### config.mk
export PLATFORM = sky130hd
export DESIGN_NAME = pulse_width_moving_average
export DESIGN_NICKNAME = d
export VERILOG_FILES = /design/src/sv/pwma_pkg.sv /design/src/sv/pwma_ram.sv /design/src/sv/pwma_front.sv /design/src/sv/pwma_avg.sv /design/src/sv/pulse_width_moving_average.sv
export SDC_FILE = /design/constraint.sdc
export NUM_CORES = 1
export LEC_CHECK = 0
export BUFFER_PORTS_ARGS = -buffer_cell sky130_fd_sc_hd__buf_4
export CAP_MARGIN = 25
export CORE_UTILIZATION = 60
export DETAILED_ROUTE_END_ITERATION = 16
export PLACE_DENSITY = 0.79
export SYNTH_ARGS = -nofsm -noshare
export SYNTH_HDL_FRONTEND = slang
export SYNTH_SLANG_ARGS = --single-unit
export TNS_END_PERCENT = 50
### constraint.sdc
create_clock -name clk -period 12.8 [get_ports clk]
set_input_delay 1.92 -clock clk [delete_from_list [all_inputs] [get_ports clk]]
set_output_delay 1.92 -clock clk [all_outputs]
set_load 0.1 [all_outputs]
### src/sv/pwma_pkg.sv
package pwma_pkg;

  localparam int TS_W        = 32;
  localparam int KEPT_W      = 15;
  localparam int LIMIT_W     = 16;
  localparam int CHG_W       = 16;

  // Window depth; must be a power of two (pointer wraps, average is a shift).
  localparam int WINDOW_SIZE = 8;
  localparam int WIN_LOG     = $clog2(WINDOW_SIZE);
  localparam int PTR_W       = WIN_LOG;
  localparam int SUM_W       = KEPT_W + WIN_LOG;

  localparam logic [LIMIT_W-1:0] LIMIT_RESET = LIMIT_W'(30000);
  localparam logic [LIMIT_W-1:0] LIMIT_CAP   = LIMIT_W'(32768);

  // Event kinds carried on the input tuser bit.
  localparam logic FUNC_START = 1'b0;
  localparam logic FUNC_END   = 1'b1;

  // Sample handed from the edge stage to the averaging stage.
  typedef struct packed {
    logic [PTR_W-1:0]  addr;
    logic [KEPT_W-1:0] kept;
    logic              rej;
  } sample_t;

endpackage

### src/sv/pwma_ram.sv
module pwma_ram #(
  parameter int WIDTH = 8,
  parameter int DEPTH = 8
) (
  input  logic                     clk,
  input  logic                     wr_en,
  input  logic [$clog2(DEPTH)-1:0] wr_addr,
  input  logic [WIDTH-1:0]         wr_data,
  input  logic                     rd_en,
  input  logic [$clog2(DEPTH)-1:0] rd_addr,
  output logic [WIDTH-1:0]         rd_data
);

  logic [WIDTH-1:0] mem [DEPTH];

  always_ff @(posedge clk) begin
    if (wr_en) begin
      mem[wr_addr] <= wr_data;
    end
    if (rd_en) begin
      rd_data <= mem[rd_addr];
    end
  end

endmodule

### src/sv/pwma_front.sv
// Edge stage: start-time capture, width, reject test, window pointer.
module pwma_front (
  input  logic                                 clk,
  input  logic                                 rst,
  input  logic                                 acc,
  input  logic                                 func,
  input  logic [pwma_pkg::TS_W-1:0]            timestamp,
  input  logic                                 cfg_wr,
  input  logic [pwma_pkg::LIMIT_W-1:0]         cfg_value,
  output logic                                 issue,
  output pwma_pkg::sample_t                    sample
);

  logic                             armed;
  logic [pwma_pkg::TS_W-1:0]        start_time;
  logic [pwma_pkg::KEPT_W-1:0]      last_kept;
  logic [pwma_pkg::PTR_W-1:0]       oldest;
  logic [pwma_pkg::LIMIT_W-1:0]     reject_limit;

  logic [pwma_pkg::TS_W-1:0]        width;
  logic [pwma_pkg::LIMIT_W-1:0]     lim_eff;
  logic                             rej;
  logic [pwma_pkg::KEPT_W-1:0]      kept;

  always_comb begin
    width   = timestamp - start_time;
    lim_eff = (reject_limit > pwma_pkg::LIMIT_CAP) ? pwma_pkg::LIMIT_CAP : reject_limit;
    rej     = (|width[pwma_pkg::TS_W-1:pwma_pkg::LIMIT_W]) ||
              (width[pwma_pkg::LIMIT_W-1:0] >= lim_eff);
    kept    = rej ? last_kept : width[pwma_pkg::KEPT_W-1:0];
    issue   = acc && (func == pwma_pkg::FUNC_END) && armed;
    sample.addr = oldest;
    sample.kept = kept;
    sample.rej  = rej;
  end

  always_ff @(posedge clk) begin
    if (rst) begin
      armed        <= 1'b0;
      start_time   <= '0;
      last_kept    <= '0;
      oldest       <= '0;
      reject_limit <= pwma_pkg::LIMIT_RESET;
    end else begin
      if (cfg_wr) begin
        reject_limit <= cfg_value;
      end
      if (acc && (func == pwma_pkg::FUNC_START)) begin
        start_time <= timestamp;
        armed      <= 1'b1;
      end else if (issue) begin
        armed     <= 1'b0;
        last_kept <= kept;
        oldest    <= oldest + pwma_pkg::PTR_W'(1);
      end
    end
  end

endmodule

### src/sv/pwma_avg.sv
// Averaging stage: window RAM read-modify-write, running sum, output register.
module pwma_avg (
  input  logic                              clk,
  input  logic                              rst,
  input  logic                              issue,
  input  pwma_pkg::sample_t                 sample,
  output logic                              ready,
  output logic                              out_valid,
  input  logic                              out_ready,
  output logic [pwma_pkg::KEPT_W-1:0]       out_kept,
  output logic                              out_rej,
  output logic [pwma_pkg::KEPT_W-1:0]       out_avg,
  output logic [pwma_pkg::CHG_W-1:0]        out_chg
);

  logic                                 s1_v;
  pwma_pkg::sample_t                    s1;
  logic                                 s1_adv;
  logic [pwma_pkg::WINDOW_SIZE-1:0]     vld;
  logic [pwma_pkg::SUM_W-1:0]           window_sum;
  logic [pwma_pkg::KEPT_W-1:0]          previous_average;

  logic [pwma_pkg::KEPT_W-1:0]          rd_data;
  logic [pwma_pkg::KEPT_W-1:0]          old;
  logic [pwma_pkg::SUM_W-1:0]           sum_next;
  logic [pwma_pkg::KEPT_W-1:0]          avg_next;
  logic [pwma_pkg::CHG_W-1:0]           chg_next;

  // Reads go out with the sample; the write-back lands as the sample leaves s1.
  // The next read is always to the following entry, so they never collide.
  pwma_ram #(
    .WIDTH (pwma_pkg::KEPT_W),
    .DEPTH (pwma_pkg::WINDOW_SIZE)
  ) u_ram (
    .clk     (clk),
    .wr_en   (s1_adv),
    .wr_addr (s1.addr),
    .wr_data (s1.kept),
    .rd_en   (issue),
    .rd_addr (sample.addr),
    .rd_data (rd_data)
  );

  always_comb begin
    s1_adv   = s1_v && (!out_valid || out_ready);
    ready    = !s1_v || s1_adv;
    old      = vld[s1.addr] ? rd_data : '0;
    sum_next = window_sum - pwma_pkg::SUM_W'(old) + pwma_pkg::SUM_W'(s1.kept);
    avg_next = sum_next[pwma_pkg::SUM_W-1:pwma_pkg::WIN_LOG];
    chg_next = pwma_pkg::CHG_W'(previous_average) - pwma_pkg::CHG_W'(avg_next);
  end

  always_ff @(posedge clk) begin
    if (rst) begin
      s1_v             <= 1'b0;
      out_valid        <= 1'b0;
      vld              <= '0;
      window_sum       <= '0;
      previous_average <= '0;
    end else begin
      if (issue) begin
        s1_v <= 1'b1;
      end else if (s1_adv) begin
        s1_v <= 1'b0;
      end
      if (s1_adv) begin
        out_valid        <= 1'b1;
        vld[s1.addr]     <= 1'b1;
        window_sum       <= sum_next;
        previous_average <= avg_next;
      end else if (out_ready) begin
        out_valid <= 1'b0;
      end
    end
  end

  always_ff @(posedge clk) begin
    if (issue) begin
      s1 <= sample;
    end
    if (s1_adv) begin
      out_kept <= s1.kept;
      out_rej  <= s1.rej;
      out_avg  <= avg_next;
      out_chg  <= chg_next;
    end
  end

endmodule

### src/sv/pulse_width_moving_average.sv
// Pulse width moving average.
// Input stream: one transaction per echo edge. tuser is the edge kind (start
// or end), tdata the 32-bit timestamp taken at the edge. A start edge arms the
// block; an end edge while armed yields one result transaction, any other end
// edge yields nothing.
// Output stream: tuser is the reject flag, tdata carries kept sample, window
// average and average change (previous minus new).
// Config channel: one write sets the 16-bit reject limit (reset 30000);
// write only while the block is idle. cfg_ready is always high.
// Throughput: one input transaction per cycle while the output is not stalled.
// The edge that accepts an armed end edge issues the window RAM read and loads
// the RAM stage; the sum update then lands in the output register, which raises
// m_axis_tvalid and holds the result transaction until it is taken.
// The window lives in an 8-entry RAM; per-entry valid bits cleared at reset
// make unwritten entries read as zero, so no clearing pass is needed.
// Reset (rst, synchronous): disarms, clears sum and averages, drops any
// pending result; s_axis_tready is low while rst is high.
// A stalled receiver holds the output register; one more result waits in the
// RAM stage, after which s_axis_tready drops until the output is taken.
module pulse_width_moving_average (
  input  logic        clk,
  input  logic        rst,
  input  logic        s_axis_tvalid,
  output logic        s_axis_tready,
  input  logic [31:0] s_axis_tdata,   // [31:0] timestamp
  input  logic        s_axis_tuser,   // [0] func
  output logic        m_axis_tvalid,
  input  logic        m_axis_tready,
  output logic [47:0] m_axis_tdata,   // [14:0] kept_sample, [29:15] window_average,
                                      // [45:30] average_change, [47:46] zero
  output logic        m_axis_tuser,   // [0] rejected
  input  logic        cfg_valid,
  output logic        cfg_ready,
  input  logic [15:0] cfg_data        // [15:0] reject_limit
);

  logic                            avg_ready;
  logic                            acc;
  logic                            issue;
  pwma_pkg::sample_t               sample;
  logic [pwma_pkg::KEPT_W-1:0]     out_kept;
  logic [pwma_pkg::KEPT_W-1:0]     out_avg;
  logic [pwma_pkg::CHG_W-1:0]      out_chg;

  assign s_axis_tready = !rst && avg_ready;
  assign acc           = s_axis_tvalid && s_axis_tready;
  assign cfg_ready     = 1'b1;

  // Edge capture and reject decision; issues the window RAM read.
  pwma_front u_front (
    .clk       (clk),
    .rst       (rst),
    .acc       (acc),
    .func      (s_axis_tuser),
    .timestamp (s_axis_tdata),
    .cfg_wr    (cfg_valid && cfg_ready),
    .cfg_value (cfg_data),
    .issue     (issue),
    .sample    (sample)
  );

  // Running sum over the window and the output register.
  pwma_avg u_avg (
    .clk       (clk),
    .rst       (rst),
    .issue     (issue),
    .sample    (sample),
    .ready     (avg_ready),
    .out_valid (m_axis_tvalid),
    .out_ready (m_axis_tready),
    .out_kept  (out_kept),
    .out_rej   (m_axis_tuser),
    .out_avg   (out_avg),
    .out_chg   (out_chg)
  );

  assign m_axis_tdata = {2'b00, out_chg, out_avg, out_kept};

endmodule

* Word level (Yosys, flattened, before mapping)
Memories as Yosys holds them, arrays and structs flattened. A register that Yosys moved wholly into a read port is not among the register bits. Index checks and enable logic that the tools add are counted.
Word-level totals: register bits 176, bits in latches 0, bits in writable memories 120, ROM bits 0, input port bits 54, output and inout bits 52, word-level logic and storage cells 63, memories 1
Memories:
- u_avg.u_ram.mem | words 8, bits a word 15, rd ports 1, clocked after memory_dff 1, write ports 1, RTL line pwma_ram.sv:14 | logic [WIDTH-1:0] mem [DEPTH];
Cells by class: add/sub/neg operators 5, multipliers 0, div/mod/pow operators 0, order comparisons 4, equality and inequality tests 0, shift operators 0, muxes and demuxes 15, bitwise logic cells 3, reductions and logical operators 18
Operators by type and width (count):
- 32-bit subtractor | 1
- 15-bit two-way mux | 2
- 18-bit by 15-bit adder with 18-bit output | 1
- 18-bit by 15-bit subtractor with 18-bit output | 1
- 16-bit greater-or-equal comparator | 1
- 16-bit > comparator, second input constant | 1
- 16-bit two-way mux | 1
- 16-bit OR reduction | 1
- 15-bit by 15-bit subtractor with 16-bit output | 1
- 1-bit two-way mux | 10
- 8-bit bitwise OR | 1
- 1-bit logical AND | 7
- 2-bit nonzero test | 3
- 3-bit by 4-bit < comparator with 1-bit output, second input constant | 1
- 3-bit by 1-bit adder with 3-bit output, second input constant | 1
- 1-bit binary-select mux with 3-bit select | 1
- 1-bit demux with 3-bit select | 1
- 3-bit by 1-bit greater-or-equal comparator with 1-bit output, second input constant | 1
- 1-bit logical NOT | 3
- 1-bit logical OR | 3
- 1-bit inverter | 2
- 2-bit AND reduction | 1

* Logic depth before layout (Yosys ltp)
word-level depth 10, mapped depth 26, gate-level depth less buffers 25

* By module
A second synthesis with hierarchy kept.
Second synthesis, totals: cell total of the unflattened synthesis 1382, area total of the unflattened synthesis 15509.9 sq um
By module, submodules not included:
- pwma_avg | times used 1, cells an instance 491, area an instance 5201.2 sq um, sequential area each 2542.4 sq um
- pwma_front | times used 1, cells an instance 683, area an instance 5139.9 sq um, sequential area each 1341.3 sq um
- pwma_ram | times used 1, cells an instance 201, area an instance 5123.7 sq um, sequential area each 4053.9 sq um
- pulse_width_moving_average | times used 1, cells an instance 7, area an instance 45.0 sq um, sequential area each 0.0 sq um

* Worst setup path after synthesis
OpenSTA, ideal clock, no wires.
kind input port to flip-flop, start in m_axis_tready, end reg u_front.last_kept[0] (netlist name), library setup time 0.123 ns, data arrival time 6.510 ns, required time 12.677 ns, path slack 6.166 ns, stages on the path 7, buffers on the path 1, cell sequence nor2b_1 -> a21oi_1 -> nand2_1 -> nor2_1 -> or4b_1 -> buf_2 -> mux2_1
Between the ends: longest elaborated chain between the ends 8, elaborated cells on any way between the ends 10, classes of those cells 1 x bitwise; 9 x reduce/logical
RTL lines:
- start, declared | RTL line pulse_width_moving_average.sv:28 | input logic m_axis_tready,
- 1-bit logical OR | RTL line pwma_avg.sv:45 | s1_adv = s1_v && (!out_valid || out_ready);
- 1-bit logical AND | RTL line pwma_avg.sv:45
- 1-bit logical OR | RTL line pwma_avg.sv:46 | ready = !s1_v || s1_adv;
- 1-bit logical AND | RTL line pulse_width_moving_average.sv:45 | assign s_axis_tready = !rst && avg_ready;
- via s_axis_tready | RTL line pulse_width_moving_average.sv:24 | output logic s_axis_tready,
- 1-bit logical AND | RTL line pulse_width_moving_average.sv:46 | assign acc = s_axis_tvalid && s_axis_tready;
- 1-bit logical AND (2 in a row) | RTL line pwma_front.sv:31 | issue = acc && (func == pwma_pkg::FUNC_END) && armed;
- via issue | RTL line pulse_width_moving_average.sv:39 | logic issue;
- 2-bit AND reduction (no source line)
- end signal, assigned | RTL line pwma_front.sv:53 | last_kept <= kept;
- end, declared | RTL line pwma_front.sv:16 | logic [pwma_pkg::KEPT_W-1:0] last_kept;
The timed path passes the listed nets, and every way through them passes these cells. A chain may end at the register's enable or synchronous reset.

* Worst setup path in the final report
start reg u_avg.s1[16] (netlist name), end reg u_avg.out_chg[13] (netlist name) (data pin)
Between the ends: longest elaborated chain between the ends 6
RTL lines:
- start, declared | RTL line pwma_avg.sv:17 | pwma_pkg::sample_t s1;
- start signal, assigned | RTL line pwma_avg.sv:79 | s1 <= sample;
- 1-bit binary-select mux with 3-bit select | RTL line pwma_avg.sv:47 | old = vld[s1.addr] ? rd_data : '0;
- 1-bit two-way mux (implied by the code) | RTL line pwma_avg.sv:47
- 15-bit two-way mux | RTL line pwma_avg.sv:47
- 18-bit by 15-bit subtractor with 18-bit output | RTL line pwma_avg.sv:48 | sum_next = window_sum - pwma_pkg::SUM_W'(old) + pwma_pkg::SUM_W'(s1.kept);
- 18-bit by 15-bit adder with 18-bit output | RTL line pwma_avg.sv:48
- via u_avg.sum_next (one bit) | RTL line pwma_avg.sv:25 | logic [pwma_pkg::SUM_W-1:0] sum_next;
- 15-bit by 15-bit subtractor with 16-bit output | RTL line pwma_avg.sv:50 | chg_next = pwma_pkg::CHG_W'(previous_average) - pwma_pkg::CHG_W'(avg_next);
- via u_avg.chg_next (one bit) | RTL line pwma_avg.sv:27 | logic [pwma_pkg::CHG_W-1:0] chg_next;
- end signal, assigned | RTL line pwma_avg.sv:85 | out_chg <= chg_next;
- end, declared | RTL line pwma_avg.sv:13 | output logic [pwma_pkg::CHG_W-1:0] out_chg
The timed path passes the listed nets, and every way through them passes these cells. The select of a mux whose other input is x is not followed.

==> results.md <==
Global route:
- The number of global-route vias before repair is 10,260.
- Global routing used 25.84% of the available tracks.
- The global-route wire length before repair is 53.17 mm.
- The total grt overflow is 0.
- The maximum number of pins on one net before global-route repair is 92.
- The number of antenna violations at the first check in global routing is 0.

Logic synthesis:
- The share of the Yosys chip area taken by registers is 51.61%.
- Yosys mapped the design onto 87 distinct sky130hd cell types.
- Among all flip-flop cells after synthesis, the most frequent one is sky130_fd_sc_hd__edfxtp_1.
- The number of flops mapped to enable cells by yosys is 201.
- The instance count of the mapped netlist is 1,365.
- In this run, synthesis produced a sequential element count of 296.
- A synthesized cell averages 11.27 um^2.
- The async set or reset register ratio after synthesis is 0%.
- The Yosys step of the flow raised 0 warnings.
- The cell area after synthesis is 15,380 um^2.

Timing:
- The final clock skew is 15.45 ps.
- The slew of the pin with the lowest slew margin is 1036 ps.
- The number of slew-limit violations in the final report came to 0.
- Setup repair after global routing left no endpoint under its margin.
- The final-layout setup total negative slack is 0 ps.
- The worst slew slack as a fraction of its limit is 30.88%.
- The number of failing hold endpoints at the final stage is 0.
- The fraction of the cycle the final worst path needs is 51.65%.
- The final critical-path required period is 6611 ps.
- Setup violations remaining at the end of the flow were counted as 0.
- The maximum clock frequency is 151.3 MHz.

Min path:
- The kind of path behind the tightest hold check is flop to flop.

Floorplan:
- The die is 162.1 um wide.
- The die is 162.1 um tall.
- The count of standard-cell rows is 58.
- The core area is 25,180 um^2.
- The starting utilization of the core area is 61.08%.
- Pin placement for this block handled 106 I/O pins.
- The area of the die is 26,280 um^2.

Status:
- The run finished with clean final reports.

Place:
- After detailed placement, the design holds a cell count of 1,751.
- The final HPWL from detailed placement is 22.64 mm.
- The number of buffers added on ports is 102.
- At the end of routability-driven placement, the weighted congestion stood at 0.9607.

Critical path:
- The largest single stage delay on the critical path is 570 ps.
- The depth of the most critical reg-to-reg path is 22.
- The critical register-to-register path endpoint is u_avg.out_chg[13].
- Tracing the worst setup path back leads to its startpoint at u_avg.s1[16].
- The startpoint type of the worst setup path is a flop.
- STA puts the critical path data arrival time at 6890 ps.
- In this run the critical register-to-register path is launched from u_avg.s1[16].
- The signal on the critical path passes through mux4_2, mux2i_1, buf_4, nor2b_1, fa_1, inv_1, ha_1, nor2b_1, o31a_1, a21oi_1, inv_1, ha_1, nor2b_1, o21ai_0, a21boi_0, o41a_1, maj3_2, maj3_2, maj3_2, maj3_1, a21oi_2, o211ai_1.
- The largest driver fanout on the critical path is 15.
- Across all register-to-register paths, the minimum setup slack is 6190 ps.
- The worst setup path is captured at a flop.
- The critical path is of the flop to flop type.
- On the critical path, the stage with the largest delay is an instance of sky130_fd_sc_hd__edfxtp_1.
- The capturing instance or port of the critical path is u_avg.out_chg[13].
- The required time reported for the critical path endpoint is 13,080 ps.

Clock network:
- Once the clock tree was built, the resizer swapped 0 gates to a different size.
- The total clock buffers created by CTS is 30.
- The later pin in the worst-skew pair is clocked with a latency of 570 ps.
- The number of H-tree branching levels is 1.
- Clock-pin slew was measured on the worst setup and hold paths at 60 ps.
- The tree is rooted in a sky130_fd_sc_hd__clkbuf_16.
- After clock tree synthesis, the flow added hold-fix buffers numbering 0.
- The clock drives 296 sinks.
- TritonCTS built the clock tree.
- The number of buffers between clock root and the deepest sink is 3.
- The number of buffers inserted to repair setup after CTS is 0.

Job:
- The max-cap violation count is 0.

Routing:
- The routed layout has 10,560 vias.
- The routed wirelength normalized by instance count is 18.70 um.
- The iteration count of the initial detailed-routing pass is 7.
- The number of antenna-violating nets in the routed design is 0.
- The ratio of routed vias to standard cells is 5.840.
- The post-detailed-route DRC marker count is 0.
- In this run, the number of DRC markers left after iteration 0 of detailed routing was 694.
- The overall routed net length is 33.81 mm.

Power and ir drop:
- The internal portion of the total power is 0.001677 W.
- The leakage power of the design is 6.922 nW.
- The total power consumption of the routed design is 0.002189 W.
- The switching fraction of total power is 23.41%.
- The analysis attributes to net switching a power of 0.0005124 W.
- The sequential fraction of design power is 46.8%.
- The worst-case IR drop observed on VDD is 0.1584 mV.
- Per report_power, the combinational group accounts for 9.5% of the total.
- For this design the ratio of total power to cell area is 124.8 nW/um^2.
- The share of total power dissipated in the clock network is 43.7%.

Layout:
- The area taken by multi-input logic gates is 6756 um^2.
- At the end of the flow, the number of nets in the layout was 1,601.
- The area taken by flip-flops and latches is 7940 um^2.
- The number of antenna repair diodes is 0.
- The final instance count without filler cells is 1,808.
- The ratio of cells with drive above 1 in the final layout is 17.66%.
- The signed area change from the synthesized netlist to the final layout is 14.06%.
- After filler insertion, the fill cell instance count of the layout stands at 1,738.
==> cell families after synthesis <==
family / Yosys count / share of synthesized area (%)
XOR/XNOR: 42 / 2.392
AND/OR/NAND/NOR: 392 / 12.32
other: 2 / 0.04883
flip-flops: 296 / 51.61
multiplexers: 91 / 8.769
buffers and inverters: 187 / 4.856
adder cells (fa/ha/maj): 98 / 8.745
AO/OA/AOI/OAI: 257 / 11.26
==> registers in the layout, indices dropped and copies added (netlist names), 3 cells and up <==
register and count:
u_front.start_time 32, u_avg.out_kept 15, u_front.reject_limit 16, u_front.last_kept 15
u_avg.window_sum 3, u_avg.vld 8, u_avg.s1 19, u_front.oldest 3
u_avg.out_chg 16, u_avg.u_ram.mem 120, u_avg.u_ram.rd_data 15, u_avg.previous_average 15
u_avg.out_avg 15
==> cell usage in the layout, fill, tap and decap left out, drive strengths merged, types with 5 or more instances in the layout <==
cell type	netlist	layout
o31a	5	5
clkbuf	34	33
o211ai	6	6
xor2	15	15
nand2b	39	39
a31oi	5	5
buf	24	114
or3	5	5
a211o	13	13
a21oi	99	99
o21ai	30	30
a211oi	8	8
bufinv	0	7
and3	10	10
dfxtp	95	95
edfxtp	201	201
inv	128	129
clkinv	1	12
mux4	32	32
mux2i	29	29
ha	76	76
nor3	22	22
mux2	30	30
nand2	140	140
a21o	35	35
nand4	11	11
nor2b	37	37
nor4	10	10
nor2	83	83
fa	17	17
o21a	10	10
xnor2	27	27
nand3	15	15
maj3	5	5
==> through the flow <==
stage | setup WS (ps) | hold WS (ps) | utilization, % | instance area, um^2
finish | 6189 | 421.5 | 69.67 | 17540
global placement | 5875 | 403.1 | 65.29 | 16440
floorplan | 6166 | 400.3 | - | 15380
CTS | 6194 | 420.6 | 69.63 | 17530
global route | 5833 | 442.8 | 69.67 | 17540
detailed placement | 5854 | 411.8 | 65.29 | 16440
==> power groups by stage <==
stage / Combinational [W] / Sequential (W) / Clock (W)
global placement: 0.000200 / 0.00104 / 0
floorplan: 0.000149 / 0.00105 / 0
global route: 0.000230 / 0.00102 / 0.00101
CTS: 0.000206 / 0.00102 / 0.000967
finish: 0.000208 / 0.00102 / 0.000957
detailed placement: 0.000204 / 0.00104 / 0
==> worst min path at each step <==
stage,start,to,depth (start not counted)
6_report,u_avg.s1[0],u_avg.out_rej,0
5_1_grt,u_avg.s1[0],u_avg.out_rej,0
4_1_cts,u_avg.s1[0],u_avg.out_rej,0
3_5_place_dp,u_avg.s1[0],u_avg.out_rej,0
3_3_place_gp,u_avg.s1[0],u_avg.out_rej,0
2_1_floorplan,u_avg.s1[0],u_avg.out_rej,0
==> synth_stat cells, types with 5 or more instances <==
master                       n  share of area, %
sky130_fd_sc_hd__a21o_1     35               1.7
sky130_fd_sc_hd__a211o_1    13              0.74
sky130_fd_sc_hd__and3_1     10              0.41
sky130_fd_sc_hd__fa_1       17               2.2
sky130_fd_sc_hd__edfxtp_1  201                39
sky130_fd_sc_hd__inv_1     128               3.1
sky130_fd_sc_hd__buf_1       8              0.20
sky130_fd_sc_hd__a31oi_1     5              0.20
sky130_fd_sc_hd__o211ai_1    6              0.29
sky130_fd_sc_hd__mux2i_1    29               1.9
sky130_fd_sc_hd__a21oi_1    94               3.1
sky130_fd_sc_hd__nor2b_1    37               1.5
sky130_fd_sc_hd__nand2b_1   39               1.6
sky130_fd_sc_hd__nor3_1     21              0.68
sky130_fd_sc_hd__xnor2_1    27               1.5
sky130_fd_sc_hd__or3_1       5              0.20
sky130_fd_sc_hd__nor2_1     83               2.0
sky130_fd_sc_hd__mux2_2     29               2.1
sky130_fd_sc_hd__buf_4       5              0.24
sky130_fd_sc_hd__dfxtp_1    95                12
sky130_fd_sc_hd__xor2_1     15              0.85
sky130_fd_sc_hd__mux4_2     32               4.7
sky130_fd_sc_hd__o31a_1      5              0.28
sky130_fd_sc_hd__ha_1       76               6.2
sky130_fd_sc_hd__nand2_1   139               3.4
sky130_fd_sc_hd__a211oi_1    8              0.39
sky130_fd_sc_hd__o21a_1     10              0.49
sky130_fd_sc_hd__nor4_1     10              0.41
sky130_fd_sc_hd__nand4_1    11              0.45
sky130_fd_sc_hd__clkbuf_1   34              0.83
sky130_fd_sc_hd__nand3_1    14              0.46
sky130_fd_sc_hd__buf_2       9              0.29
sky130_fd_sc_hd__o21ai_0    26              0.85
==> per-layer routing <==
| layer | track usage, % | vias to the layer above | share of wire, % |
|---|---|---|---|
| met5 | 0 | - | 0 |
| met4 | 8.919 | 0 | 3.1 |
| met3 | 2.962 | 74 | 4.6 |
| met2 | 46.49 | 344 | 51 |
| met1 | 32.21 | 5055 | 41 |
| li1 | - | 5086 | - |
==> worst max-delay path: cells and delay by family (launching register included) <==
kind	cells	cell delay, ps
fa+ha+maj	7	2530
compound gates	7	1760
mux	2	720
flops	1	570
simple gates	3	390
buf+inv	3	360
==> layout make-up <==
class                           count  share of cell area, %
Sequential cell                   296                  45.26
Multi-Input combinational cell    883                  38.51
Timing Repair Buffer              114                  4.899
Clock buffer                       33                  4.343
Inverter                          129                  2.760
Tap cell                          330                  2.353
Clock inverter                     23                  1.876
Note: power is estimated with default switching activity, not from simulation.
